File: config.mk
export PLATFORM = sky130hd
export DESIGN_NAME = wildcard_pattern_matcher_flat
export DESIGN_NICKNAME = d
export VERILOG_FILES = /design/src/design/wpm_pkg.sv /design/src/design/wpm_if.sv /design/src/design/wpm_cell.sv /design/src/design/wildcard_pattern_matcher.sv /design/src/flat_wrapper.sv
export SDC_FILE = /design/constraint.sdc
export NUM_CORES = 1
export LEC_CHECK = 0
export BUFFER_PORTS_ARGS = -buffer_cell sky130_fd_sc_hd__buf_2
export CORE_ASPECT_RATIO = 2
export CORE_MARGIN = 2
export CORE_UTILIZATION = 25
export CTS_CLUSTER_DIAMETER = 80
export DETAILED_ROUTE_END_ITERATION = 12
export GPL_TIMING_DRIVEN = 0
export SLEW_MARGIN = 25
export SYNTH_ARGS = -nofsm -noshare
export SYNTH_HDL_FRONTEND = slang
export SYNTH_HIERARCHICAL = 1
export SYNTH_SLANG_ARGS = --single-unit
File: constraint.sdc
create_clock -name clk -period 7.3 [get_ports clk]
set_input_delay 0 -clock clk [delete_from_list [all_inputs] [get_ports clk]]
set_output_delay 0 -clock clk [all_outputs]
set_load 0.02 [all_outputs]
File: src/design/wpm_pkg.sv
// Shared types and constants for the wildcard pattern matcher.
package wpm_pkg;

  localparam logic [7:0] STAR_SYM = 8'd42;
  localparam logic [7:0] ANY_SYM  = 8'd63;

  typedef enum logic [1:0] {
    FUNC_CLEAR  = 2'd0,
    FUNC_APPEND = 2'd1,
    FUNC_BEGIN  = 2'd2,
    FUNC_TEXT   = 2'd3
  } func_t;

  typedef enum logic [1:0] {
    ST_IDLE,
    ST_RUN,
    ST_FIN
  } state_t;

  // Broadcast from the controller to every cell.
  typedef struct packed {
    logic       wr;      // append write, lands in the cell at index count
    logic [7:0] wr_sym;  // byte being appended
    logic       text;    // wave is a text update, else an empty-row load
    logic [7:0] key;     // text byte of the running wave
  } bcast_t;

endpackage

File: src/design/wpm_if.sv
// Valid/ready channel interfaces for the input and result words.
interface wpm_in_if;
  logic       valid;
  logic       ready;
  logic [1:0] func;
  logic [7:0] symbol;

  modport source (output valid, output func, output symbol, input ready);
  modport sink   (input valid, input func, input symbol, output ready);
endinterface

interface wpm_out_if;
  logic       valid;
  logic       ready;
  logic       matched;
  logic [6:0] pattern_length;
  logic       dropped;

  modport source (output valid, output matched, output pattern_length,
                  output dropped, input ready);
  modport sink   (input valid, input matched, input pattern_length,
                  input dropped, output ready);
endinterface

File: src/design/wpm_cell.sv
// One pattern position: stored byte, its match bit and the wave hand-off.
module wpm_cell #(
  parameter int CNT_W = 7,
  parameter int IDX   = 0
) (
  input  logic               clk,
  input  logic               rst_n,
  input  wpm_pkg::bcast_t    bc,
  input  logic [CNT_W-1:0]   count,
  input  logic               tok_in,
  input  logic               new_in,
  input  logic               old_in,
  output logic               tok_out,
  output logic               new_out,
  output logic               old_out,
  output logic               hit
);
  import wpm_pkg::*;

  logic [7:0] sym_r;
  logic       match_r;
  logic       tok_r;
  logic       hand_new_r;
  logic       hand_old_r;
  logic       active;
  logic       match_nxt;

  assign active = count > CNT_W'(IDX);

  always_comb begin
    if (bc.text) begin
      if (sym_r == bc.key || sym_r == ANY_SYM) begin
        match_nxt = old_in;
      end else if (sym_r == STAR_SYM) begin
        match_nxt = old_in | new_in | match_r;
      end else begin
        match_nxt = 1'b0;
      end
    end else begin
      // empty-text row: run of leading stars
      match_nxt = new_in & (sym_r == STAR_SYM);
    end
  end

  always_ff @(posedge clk) begin
    if (bc.wr && count == CNT_W'(IDX)) begin
      sym_r <= bc.wr_sym;
    end
  end

  always_ff @(posedge clk) begin
    if (!rst_n) begin
      match_r <= 1'b0;
      tok_r   <= 1'b0;
    end else begin
      tok_r <= tok_in & active;
      if (tok_in && active) begin
        match_r <= match_nxt;
      end
    end
  end

  always_ff @(posedge clk) begin
    if (tok_in && active) begin
      hand_new_r <= match_nxt;
      hand_old_r <= match_r;
    end
  end

  assign tok_out = tok_r;
  assign new_out = hand_new_r;
  assign old_out = hand_old_r;
  assign hit     = match_r & (count == CNT_W'(IDX + 1));

endmodule

File: src/design/wildcard_pattern_matcher.sv
// Top level: glob matcher built as a chain of pattern-position cells.
//
// in_ch carries words of func and symbol: clear pattern, append a pattern
// byte, begin a new text, or a text byte. Every accepted word yields one
// result word on out_ch: whether the text since the last begin matches the
// whole pattern, the stored pattern length, and a drop flag for an append
// that found the store full.
// A word that touches the match row (append, or begin or text byte with a
// non-empty pattern) starts a wave that walks the cell chain one cell per
// cycle; clear, a dropped append, and begin or text byte with an empty
// pattern go straight to the result stage. The result is registered.
// The next word is accepted while a result still waits in the output
// register; if that register is still full when a word is finished, the
// block holds until the receiver takes the waiting word.
// Reset (rst_n low, synchronous) empties the pattern, sets the row to the
// empty-text row and drops any pending result.
module wildcard_pattern_matcher #(
  parameter int MAX_PATTERN = 64
) (
  input  logic     clk,
  input  logic     rst_n,
  wpm_in_if.sink   in_ch,
  wpm_out_if.source out_ch
);
  import wpm_pkg::*;

  localparam int CNT_W = $clog2(MAX_PATTERN + 1);
  localparam int EXT_W = CNT_W + 7;

  state_t           state_r, state_nxt;
  logic [CNT_W-1:0] count_r, count_nxt;
  logic [CNT_W-1:0] step_r, step_nxt;
  logic             match0_r, match0_nxt;
  logic             tok_head_r, tok_head_nxt;
  logic             head_new_r, head_new_nxt;
  logic             head_old_r, head_old_nxt;
  logic             text_r, text_nxt;
  logic [7:0]       key_r, key_nxt;
  logic             drop_r, drop_nxt;
  logic             out_valid_r, out_valid_nxt;
  logic             out_matched_r;
  logic [6:0]       out_len_r;
  logic             out_drop_r;
  logic             out_load;
  logic             accept;
  logic             wr;
  logic             full;
  logic             matched;
  logic [EXT_W-1:0] len_ext;
  func_t            func;
  bcast_t           bc;

  logic [MAX_PATTERN:0]   tok_w;
  logic [MAX_PATTERN:0]   new_w;
  logic [MAX_PATTERN:0]   old_w;
  logic [MAX_PATTERN-1:0] hit_w;

  assign func   = func_t'(in_ch.func);
  assign accept = in_ch.valid && in_ch.ready;
  assign full   = count_r == CNT_W'(MAX_PATTERN);
  assign in_ch.ready = state_r == ST_IDLE;

  always_comb begin
    state_nxt     = state_r;
    count_nxt     = count_r;
    step_nxt      = step_r;
    match0_nxt    = match0_r;
    tok_head_nxt  = 1'b0;
    head_new_nxt  = head_new_r;
    head_old_nxt  = head_old_r;
    text_nxt      = text_r;
    key_nxt       = key_r;
    drop_nxt      = drop_r;
    wr            = 1'b0;
    out_load      = 1'b0;
    out_valid_nxt = out_valid_r && !out_ch.ready;
    unique case (state_r)
      ST_IDLE: begin
        if (accept) begin
          drop_nxt     = 1'b0;
          step_nxt     = CNT_W'(1);
          text_nxt     = 1'b0;
          head_new_nxt = 1'b1;
          head_old_nxt = match0_r;
          key_nxt      = in_ch.symbol;
          state_nxt    = ST_FIN;
          unique case (func)
            FUNC_CLEAR: begin
              count_nxt  = '0;
              match0_nxt = 1'b1;
            end
            FUNC_APPEND: begin
              if (full) begin
                drop_nxt = 1'b1;
              end else begin
                wr           = 1'b1;
                count_nxt    = count_r + CNT_W'(1);
                match0_nxt   = 1'b1;
                tok_head_nxt = 1'b1;
                state_nxt    = ST_RUN;
              end
            end
            FUNC_BEGIN: begin
              match0_nxt = 1'b1;
              if (count_r != '0) begin
                tok_head_nxt = 1'b1;
                state_nxt    = ST_RUN;
              end
            end
            FUNC_TEXT: begin
              match0_nxt   = 1'b0;
              text_nxt     = 1'b1;
              head_new_nxt = 1'b0;
              if (count_r != '0) begin
                tok_head_nxt = 1'b1;
                state_nxt    = ST_RUN;
              end
            end
            default: begin
              state_nxt = ST_FIN;
            end
          endcase
        end
      end
      ST_RUN: begin
        step_nxt = step_r + CNT_W'(1);
        if (step_r == count_r) begin
          state_nxt = ST_FIN;
        end
      end
      ST_FIN: begin
        if (!out_valid_r || out_ch.ready) begin
          out_load      = 1'b1;
          out_valid_nxt = 1'b1;
          state_nxt     = ST_IDLE;
        end
      end
      default: begin
        state_nxt = ST_IDLE;
      end
    endcase
  end

  always_ff @(posedge clk) begin
    if (!rst_n) begin
      state_r     <= ST_IDLE;
      count_r     <= '0;
      step_r      <= '0;
      match0_r    <= 1'b1;
      tok_head_r  <= 1'b0;
      text_r      <= 1'b0;
      drop_r      <= 1'b0;
      out_valid_r <= 1'b0;
    end else begin
      state_r     <= state_nxt;
      count_r     <= count_nxt;
      step_r      <= step_nxt;
      match0_r    <= match0_nxt;
      tok_head_r  <= tok_head_nxt;
      text_r      <= text_nxt;
      drop_r      <= drop_nxt;
      out_valid_r <= out_valid_nxt;
    end
  end

  always_ff @(posedge clk) begin
    head_new_r <= head_new_nxt;
    head_old_r <= head_old_nxt;
    key_r      <= key_nxt;
    if (out_load) begin
      out_matched_r <= matched;
      out_len_r     <= len_ext[6:0];
      out_drop_r    <= drop_r;
    end
  end

  assign bc.wr     = wr;
  assign bc.wr_sym = in_ch.symbol;
  assign bc.text   = text_r;
  assign bc.key    = key_r;

  assign tok_w[0] = tok_head_r;
  assign new_w[0] = head_new_r;
  assign old_w[0] = head_old_r;

  for (genvar g = 0; g < MAX_PATTERN; g++) begin : g_cell
    wpm_cell #(
      .CNT_W (CNT_W),
      .IDX   (g)
    ) u_cell (
      .clk     (clk),
      .rst_n   (rst_n),
      .bc      (bc),
      .count   (count_r),
      .tok_in  (tok_w[g]),
      .new_in  (new_w[g]),
      .old_in  (old_w[g]),
      .tok_out (tok_w[g+1]),
      .new_out (new_w[g+1]),
      .old_out (old_w[g+1]),
      .hit     (hit_w[g])
    );
  end

  // at most one cell sits at the pattern end
  assign matched = (count_r == '0) ? match0_r : |hit_w;
  assign len_ext = EXT_W'(count_r);

  assign out_ch.valid          = out_valid_r;
  assign out_ch.matched        = out_matched_r;
  assign out_ch.pattern_length = out_len_r;
  assign out_ch.dropped        = out_drop_r;

`ifndef SYNTHESIS
  a_count_bound: assert property (@(posedge clk) disable iff (!rst_n)
    count_r <= CNT_W'(MAX_PATTERN))
    else $error("pattern count beyond store size");

  a_run_nonempty: assert property (@(posedge clk) disable iff (!rst_n)
    state_r == ST_RUN |-> count_r != '0 && step_r <= count_r)
    else $error("wave running past pattern end");

  a_head_start: assert property (@(posedge clk) disable iff (!rst_n)
    tok_head_r |-> state_r == ST_RUN && step_r == CNT_W'(1))
    else $error("wave token without run start");

  a_clear: assert property (@(posedge clk) disable iff (!rst_n)
    accept && func == FUNC_CLEAR |=> count_r == '0 && match0_r)
    else $error("clear did not empty pattern");

  a_no_overwrite: assert property (@(posedge clk) disable iff (!rst_n)
    out_valid_r && !out_ch.ready |=> out_valid_r && $stable(out_matched_r))
    else $error("pending result overwritten");
`endif

endmodule
File: src/flat_wrapper.sv
// flat-port wrapper written by rule: the top's interface ports become plain ports
module wildcard_pattern_matcher_flat import wpm_pkg::*;
#(
  parameter int MAX_PATTERN = 64
)
  (clk, rst_n, in_ch_valid, in_ch_func, in_ch_symbol, in_ch_ready, out_ch_valid, out_ch_matched, out_ch_pattern_length, out_ch_dropped, out_ch_ready);
  wpm_in_if in_ch_i ();
  wpm_out_if out_ch_i ();
  input  logic clk;
  input  logic rst_n;
  input wire logic [$bits(in_ch_i.valid)-1:0] in_ch_valid;
  input wire logic [$bits(in_ch_i.func)-1:0] in_ch_func;
  input wire logic [$bits(in_ch_i.symbol)-1:0] in_ch_symbol;
  output wire logic [$bits(in_ch_i.ready)-1:0] in_ch_ready;
  output wire logic [$bits(out_ch_i.valid)-1:0] out_ch_valid;
  output wire logic [$bits(out_ch_i.matched)-1:0] out_ch_matched;
  output wire logic [$bits(out_ch_i.pattern_length)-1:0] out_ch_pattern_length;
  output wire logic [$bits(out_ch_i.dropped)-1:0] out_ch_dropped;
  input wire logic [$bits(out_ch_i.ready)-1:0] out_ch_ready;
  assign in_ch_i.valid = in_ch_valid;
  assign in_ch_i.func = in_ch_func;
  assign in_ch_i.symbol = in_ch_symbol;
  assign in_ch_ready = in_ch_i.ready;
  assign out_ch_valid = out_ch_i.valid;
  assign out_ch_matched = out_ch_i.matched;
  assign out_ch_pattern_length = out_ch_i.pattern_length;
  assign out_ch_dropped = out_ch_i.dropped;
  assign out_ch_i.ready = out_ch_ready;
  wildcard_pattern_matcher #(.MAX_PATTERN(MAX_PATTERN)) u_core (.clk(clk), .rst_n(rst_n), .in_ch(in_ch_i), .out_ch(out_ch_i));
endmodule
==> results of run 1 <==
[final cells by class]
| class | count | area, um2 |
|---|---|---|
| sequential | 805 | 22700 |
| antenna | 1 | 2.50 |
| buffer | 6 | 30.0 |
| timing repair buffer | 153 | 2430 |
| inverter | 43 | 161 |
| clock buffer | 86 | 1870 |
| tap | 2080 | 2600 |
| clock inverter | 36 | 520 |
| fill | 15675 | 110000 |
| multi-input combinational | 2383 | 17000 |
[worst max-delay path, cell delays in order, from the launching register on]
cell and delay [ns]:
dfxtp_4 0.63, buf_16 0.32, buf_16 0.29, and4bb_2 0.28, and4_1 0.22, nor4_2 0.68, nand4_1 0.27, or4_1 0.62
mux2_2 0.34
[routing by layer]
layer,wire [um],up-vias,GRT usage [%]
met2,62100,829,26.6
met1,42100,14360,14.4
met5,0,-,0
li1,-,12852,-
met3,4690,323,1.45
met4,6940,0,8.18
[state kept, by name, indices dropped and copies added (netlist names)]
register / flops
u_core/step_r: 7
u_core/state_r: 2
u_core/key_r: 8
u_core/count_r: 7
u_core/g_cell.u_cell/old_out: 63
u_core/g_cell.u_cell/sym_r: 512
u_core/text_r: 1
u_core/out_ch.pattern_length: 7
u_core/g_cell.u_cell/new_out: 63
u_core/g_cell.u_cell/tok_out: 63
u_core/drop_r: 1
u_core/g_cell.u_cell/match_r: 64
u_core/head_old_r: 1
u_core/tok_head_r: 1
u_core/match0_r: 1
u_core/out_ch.matched: 1
u_core/head_new_r: 1
u_core/out_ch.dropped: 1
u_core/out_ch.valid: 1
[report_power, final]
group,internal [mW],leakage [nW],switching (mW)
clock network,2.29,1.16,1.68
registers,4.95,6.97,0.0257
logic,0.269,6.46,0.466
[placed cells by master, fill, tap and decap left out, drive strengths merged, types with 12 or more instances in the layout]
cell,count
buf,138
a21boi,25
o22ai,12
clkbuf,91
nand4b,22
nor3,124
or2,17
edfxtp,657
nor4b,58
a32oi,27
nor4,176
mux2,15
o2111ai,12
dfxtp,148
and2,85
nand2b,50
nor2,166
bufinv,13
o21a,51
nand3,123
nand4,75
nand3b,51
mux2i,18
nor3b,23
a21oi,28
a31oi,49
a31o,27
nand2,269
xor2,456
o21ai,154
nor2b,19
inv,44
dlygate4sd3,16
clkinv,18
xnor2,68
[worst max-delay path by stage]
stage,startpoint,end,slack (ns),depth (start not counted)
after floorplan,u_core/count_r[0],u_core/g_cell[47].u_cell/sym_r[0],1.07,6
after global placement,u_core/count_r[0],u_core/g_cell[51].u_cell/sym_r[1],-4.62,6
after detailed placement,u_core/count_r[3],u_core/out_ch.matched,3.33,8
after CTS,u_core/count_r[3],u_core/out_ch.matched,3.33,8
after global routing,u_core/count_r[3],u_core/out_ch.matched,3.30,8
final,u_core/count_r[3],u_core/out_ch.matched,3.34,8
==> impl_metrics.py, run 1 <==
metrics = {
    "sta": {
        "setup_violations": 0,
        "min_period_ns": 3.96,
        "fin_skew_ns": 0.0262,
        "hold_violations": 0,
        "fin_ws_ns": 3.34,
        "fmax_ghz": 0.252,
        "maxSlewViolCount": 0,
        "holdWs_ns": 0.231,
        "relSlewSlack_pct": 30.6,
        "period_share_pct": 54.3,
        "setup_tns_ns": 0,
        "rsz0062_at_grt": "no",
        "worstMarginPinSlew_ns": 1.04,
    },
    "synthesis": {
        "synth_cells": 3237,
        "yosys_warnings": 6,
        "synth_area_um2": 39700,
        "syn_nets": 3254,
        "postSynthAreaPerCell_um2": 12.2,
    },
    "pwr": {
        "leakagePower_nw": 14.6,
        "powerDensity_nw_per_um2": 204,
        "power_mw": 9.68,
        "ir_drop_mv": 0.178,
    },
    "setup_path": {
        "crit_path_start_kind": "flip-flop",
        "critical_path_class": "flip-flop to flip-flop",
        "end_kind": "flip-flop",
        "cp_data_required_time_ns": 7.69,
        "critPathMaxFanout": 51,
        "reg2regPathDepth": 8,
        "rr_endpoint": "u_core/out_ch.matched",
        "reg2reg_from": "u_core/count_r[3]",
        "r2r_slack_ns": 3.34,
        "crit_arrival_ns": 4.35,
    },
    "clock_network": {
        "cts_setup_buffers": 0,
        "htree_num_levels": 3,
        "clk_pin_slew_worst_paths_ns": 0.07,
        "cts_buffers": 68,
        "clock_latency_ns": 0.64,
        "cts_root_buffer": "clkbuf_16",
        "cts.sinks": 805,
        "cts_tree": "done",
        "cts.path.max_buffers": 3,
        "post_cts_resized": 0,
        "postCtsHoldBufs": 16,
    },
    "place": {
        "pre_cts_slack_ns": 3.33,
        "hpwl_um": 75300,
        "io_buffers": 24,
        "gp_congestion": 0.772,
        "dp_cells": 5454,
        "dpl-instance-area_um2": 44700,
    },
    "hold_path": {
        "hold_class": "input port to flip-flop",
        "min_from": "out_ch_ready",
        "min_path_cells": 5,
        "hold_end": "u_core/out_ch.valid",
    },
    "global_routing": {
        "grt_overflow_total": 0,
        "grt_first_pass_wirelength_um": 174000,
        "grt_use_total_pct": 13.9,
        "grt_pass1_vias": 29388,
        "grt_max_degree": 95,
        "antenna_found_initial": 2,
    },
    "outcome": {
        "outcome": "finished clean",
    },
    "die": {
        "die_w_um": 286,
        "num_rows": 206,
        "start_util_pct": 25.2,
        "die-height_um": 567,
        "core_area_um2": 157000,
        "dieArea_um2": 162000,
        "pin_count": 25,
    },
    "finish": {
        "utilization_pct": 30.1,
        "areaGrowthSynthToFinish_pct": 19.5,
        "drive_above_1_share_pct": 13.8,
        "nets": 3477,
        "fin_cells": 5593,
        "fin_area_um2": 47400,
    },
    "drt": {
        "drc_errors": 0,
        "wl_um": 116000,
        "avgRoutedWirePerCell_um": 20.7,
        "drt-initial-drc-count": 1966,
        "drt_pre_antenna_iters": 5,
        "viasPerCell": 5.07,
        "drtAntennaViolNets": 0,
        "vias": 28364,
    },
    "run": {
        "drv_cap": 0,
    },
}
Power figures use the tool's default switching activity.
==> run 2: changes to the inputs <==
- clock period: 7.3 -> 3.45 ns (I/O delays scaled with it)
==> impl_metrics.py, run 2 (synthesized netlist as in run 1, its figures left out) <==
metrics = {
    "drt": {
        "avgRoutedWirePerCell_um": 20.4,
        "vias": 28303,
        "drt-initial-drc-count": 1770,
        "drc_errors": 0,
        "drt_pre_antenna_iters": 7,
        "wl_um": 114000,
        "drtAntennaViolNets": 0,
        "viasPerCell": 5.05,
    },
    "global_routing": {
        "grt_first_pass_wirelength_um": 171000,
        "grt_use_total_pct": 13.7,
        "antenna_found_initial": 1,
        "grt_max_degree": 82,
        "grt_pass1_vias": 29468,
        "grt_overflow_total": 0,
    },
    "finish": {
        "top_register": "u_core/g_cell.u_cell/sym_r",
        "register_area_um2": 22700,
        "drive_above_1_share_pct": 14.5,
        "nets": 3482,
        "layout_common_cells": "657 x edfxtp_1, 456 x xor2_1, 269 x nand2_1",
        "reg_top3": "u_core/g_cell.u_cell/sym_r: 512 flops, u_core/g_cell.u_cell/match_r: 64 flops",
        "areaGrowthSynthToFinish_pct": 19.6,
        "largest_reg_flops": 512,
        "utilization_pct": 30.1,
        "n_fill_cell": 15715,
        "final_common_cell": "edfxtp_1",
        "fin_cells": 5601,
        "multi_input_area_um2": 17300,
    },
    "die": {
        "start_util_pct": 25.2,
        "pin_count": 25,
        "die-height_um": 567,
        "num_rows": 206,
        "dieArea_um2": 162000,
        "core_area_um2": 157000,
        "die_w_um": 286,
    },
    "outcome": {
        "violations": "setup timing",
        "outcome": "finished, violations left",
    },
    "pwr": {
        "powerDensity_nw_per_um2": 419,
        "ir_drop_mv": 0.373,
        "leakagePower_nw": 14.5,
    },
    "place": {
        "io_buffers": 24,
        "hpwl_um": 72200,
        "dp_cells": 5444,
        "gp_congestion": 0.761,
    },
    "setup_path": {
        "critical_path_class": "flip-flop to flip-flop",
        "cp.depth": 8,
        "crit_path_start_kind": "flip-flop",
        "cp_data_required_time_ns": 3.86,
        "path_cells": "buf_16 > nor4_1 > nand2_1 > nor3_1 > nor4_2 > nand4_1 > or4_4 > mux2_2",
        "end_kind": "flip-flop",
        "critPathMaxFanout": 52,
        "crit_arrival_ns": 3.91,
        "slowest_stage": "dfxtp_4",
        "critPathTopFamily": "simple AND/OR/NAND/NOR gates",
        "slowest_delay_ns": 0.70,
        "reg2regPathDepth": 8,
        "cp_num_buf_inv": 1,
    },
    "sta": {
        "fin_skew_ns": 0.0326,
        "relSlewSlack_pct": 32.6,
        "fmax_ghz": 0.286,
        "worstMarginPinSlew_ns": 1.00,
        "min_period_ns": 3.50,
        "setup_violations": 1,
        "rsz0062_at_grt": "no",
        "maxSlewViolCount": 0,
        "hold_violations": 0,
        "period_share_pct": 101,
        "fin_ws_ns": -0.0501,
    },
    "clock_network": {
        "cts_buffers": 68,
        "cts_root_buffer": "clkbuf_16",
        "clk_pin_slew_worst_paths_ns": 0.07,
        "cts.path.max_buffers": 3,
        "htree_num_levels": 3,
        "clock_latency_ns": 0.66,
        "cts.sinks": 805,
        "cts_tree": "done",
    },
    "hold_path": {
        "hold_class": "input port to flip-flop",
        "min_path_cells": 5,
    },
    "run": {
        "drv_cap": 0,
    },
}
==> run 2: cell count changes in the layout (fill, tap and decap cells not counted), moves of 7 or more <==
cell / before / now
clkbuf_1: 16 / 25
nor4_4: 11 / 18
nor2_4: 0 / 9
buf_16: 35 / 28
nor2_1: 160 / 149
nor3_4: 0 / 7
nor4_2: 83 / 75
buf_12: 8 / 16
nor3_2: 13 / 6
bufinv_16: 13 / 5
==> run 2: layout make-up <==
| type | count | area share [%] |
|---|---|---|
| clock buffer | 96 | 3.98 |
| antenna | 1 | 0.00528 |
| tap | 2080 | 5.49 |
| sequential | 805 | 47.9 |
| timing repair buffer | 158 | 5.17 |
| multi-input combinational | 2383 | 36.4 |
| buffer | 6 | 0.0659 |
| inverter | 43 | 0.340 |
| clock inverter | 29 | 0.625 |
==> run 2: what timing repair did <==
item,in CTS,in global routing
hold endpoints to repair,270,0
buffers inserted,15,1
resized for setup,13,7
setup endpoints to repair,293,56
hold buffers,15,0
pin swaps,4,1
==> run 2: worst register-to-register path, stage by stage, from the launching register on <==
cell	delay [ns]
dfxtp_4	0.70
buf_16	0.37
nor4_1	0.15
nand2_1	0.15
nor3_1	0.09
nor4_2	0.32
nand4_1	0.52
or4_4	0.64
mux2_2	0.30
==> run 2: final timing paths <==
check	start	slack [ns]	to
setup / recovery	u_core/count_r[4]	-0.05	u_core/out_ch.matched
hold / removal	out_ch_ready	0.21	u_core/out_ch.valid
setup reg to reg	u_core/count_r[4]	-0.05	u_core/out_ch.matched
hold reg to reg	u_core/drop_r	0.46	u_core/out_ch.dropped
==> run 2: through the flow <==
step	cell area, um2	total power, mW	setup slack (ns)	hold WS, ns	TNS [ns]
2_1_floorplan	40000	11.5	-0.437	0.0762	-127.18
3_3_place_gp	42700	12.0	-3.93	0.333	-2178.45
3_5_place_dp	44700	12.3	-0.952	0.345	-102.62
4_1_cts	47400	20.0	0.0220	0.181	0
5_1_grt	47400	20.4	0.0187	0.246	0
6_report	47400	19.9	-0.0501	0.215	-0.0501
==> run 2: routing by layer <==
layer  up-vias  part of all wire (%)  GRT usage (%)
met5         -                     0              0
met4         0                   4.6           6.75
met3       290                   4.3           1.66
met2       824                    54           26.4
met1     14312                    37           14.4
li1      12877                     -              -
==> run 2: where the power goes <==
part / total [mW] / switching (mW) / leakage, nW / internal, mW
registers: 10.5 / 0.0528 / 6.97 / 10.5
logic: 1.55 / 0.991 / 6.51 / 0.560
clock network: 7.79 / 3.56 / 1.05 / 4.23
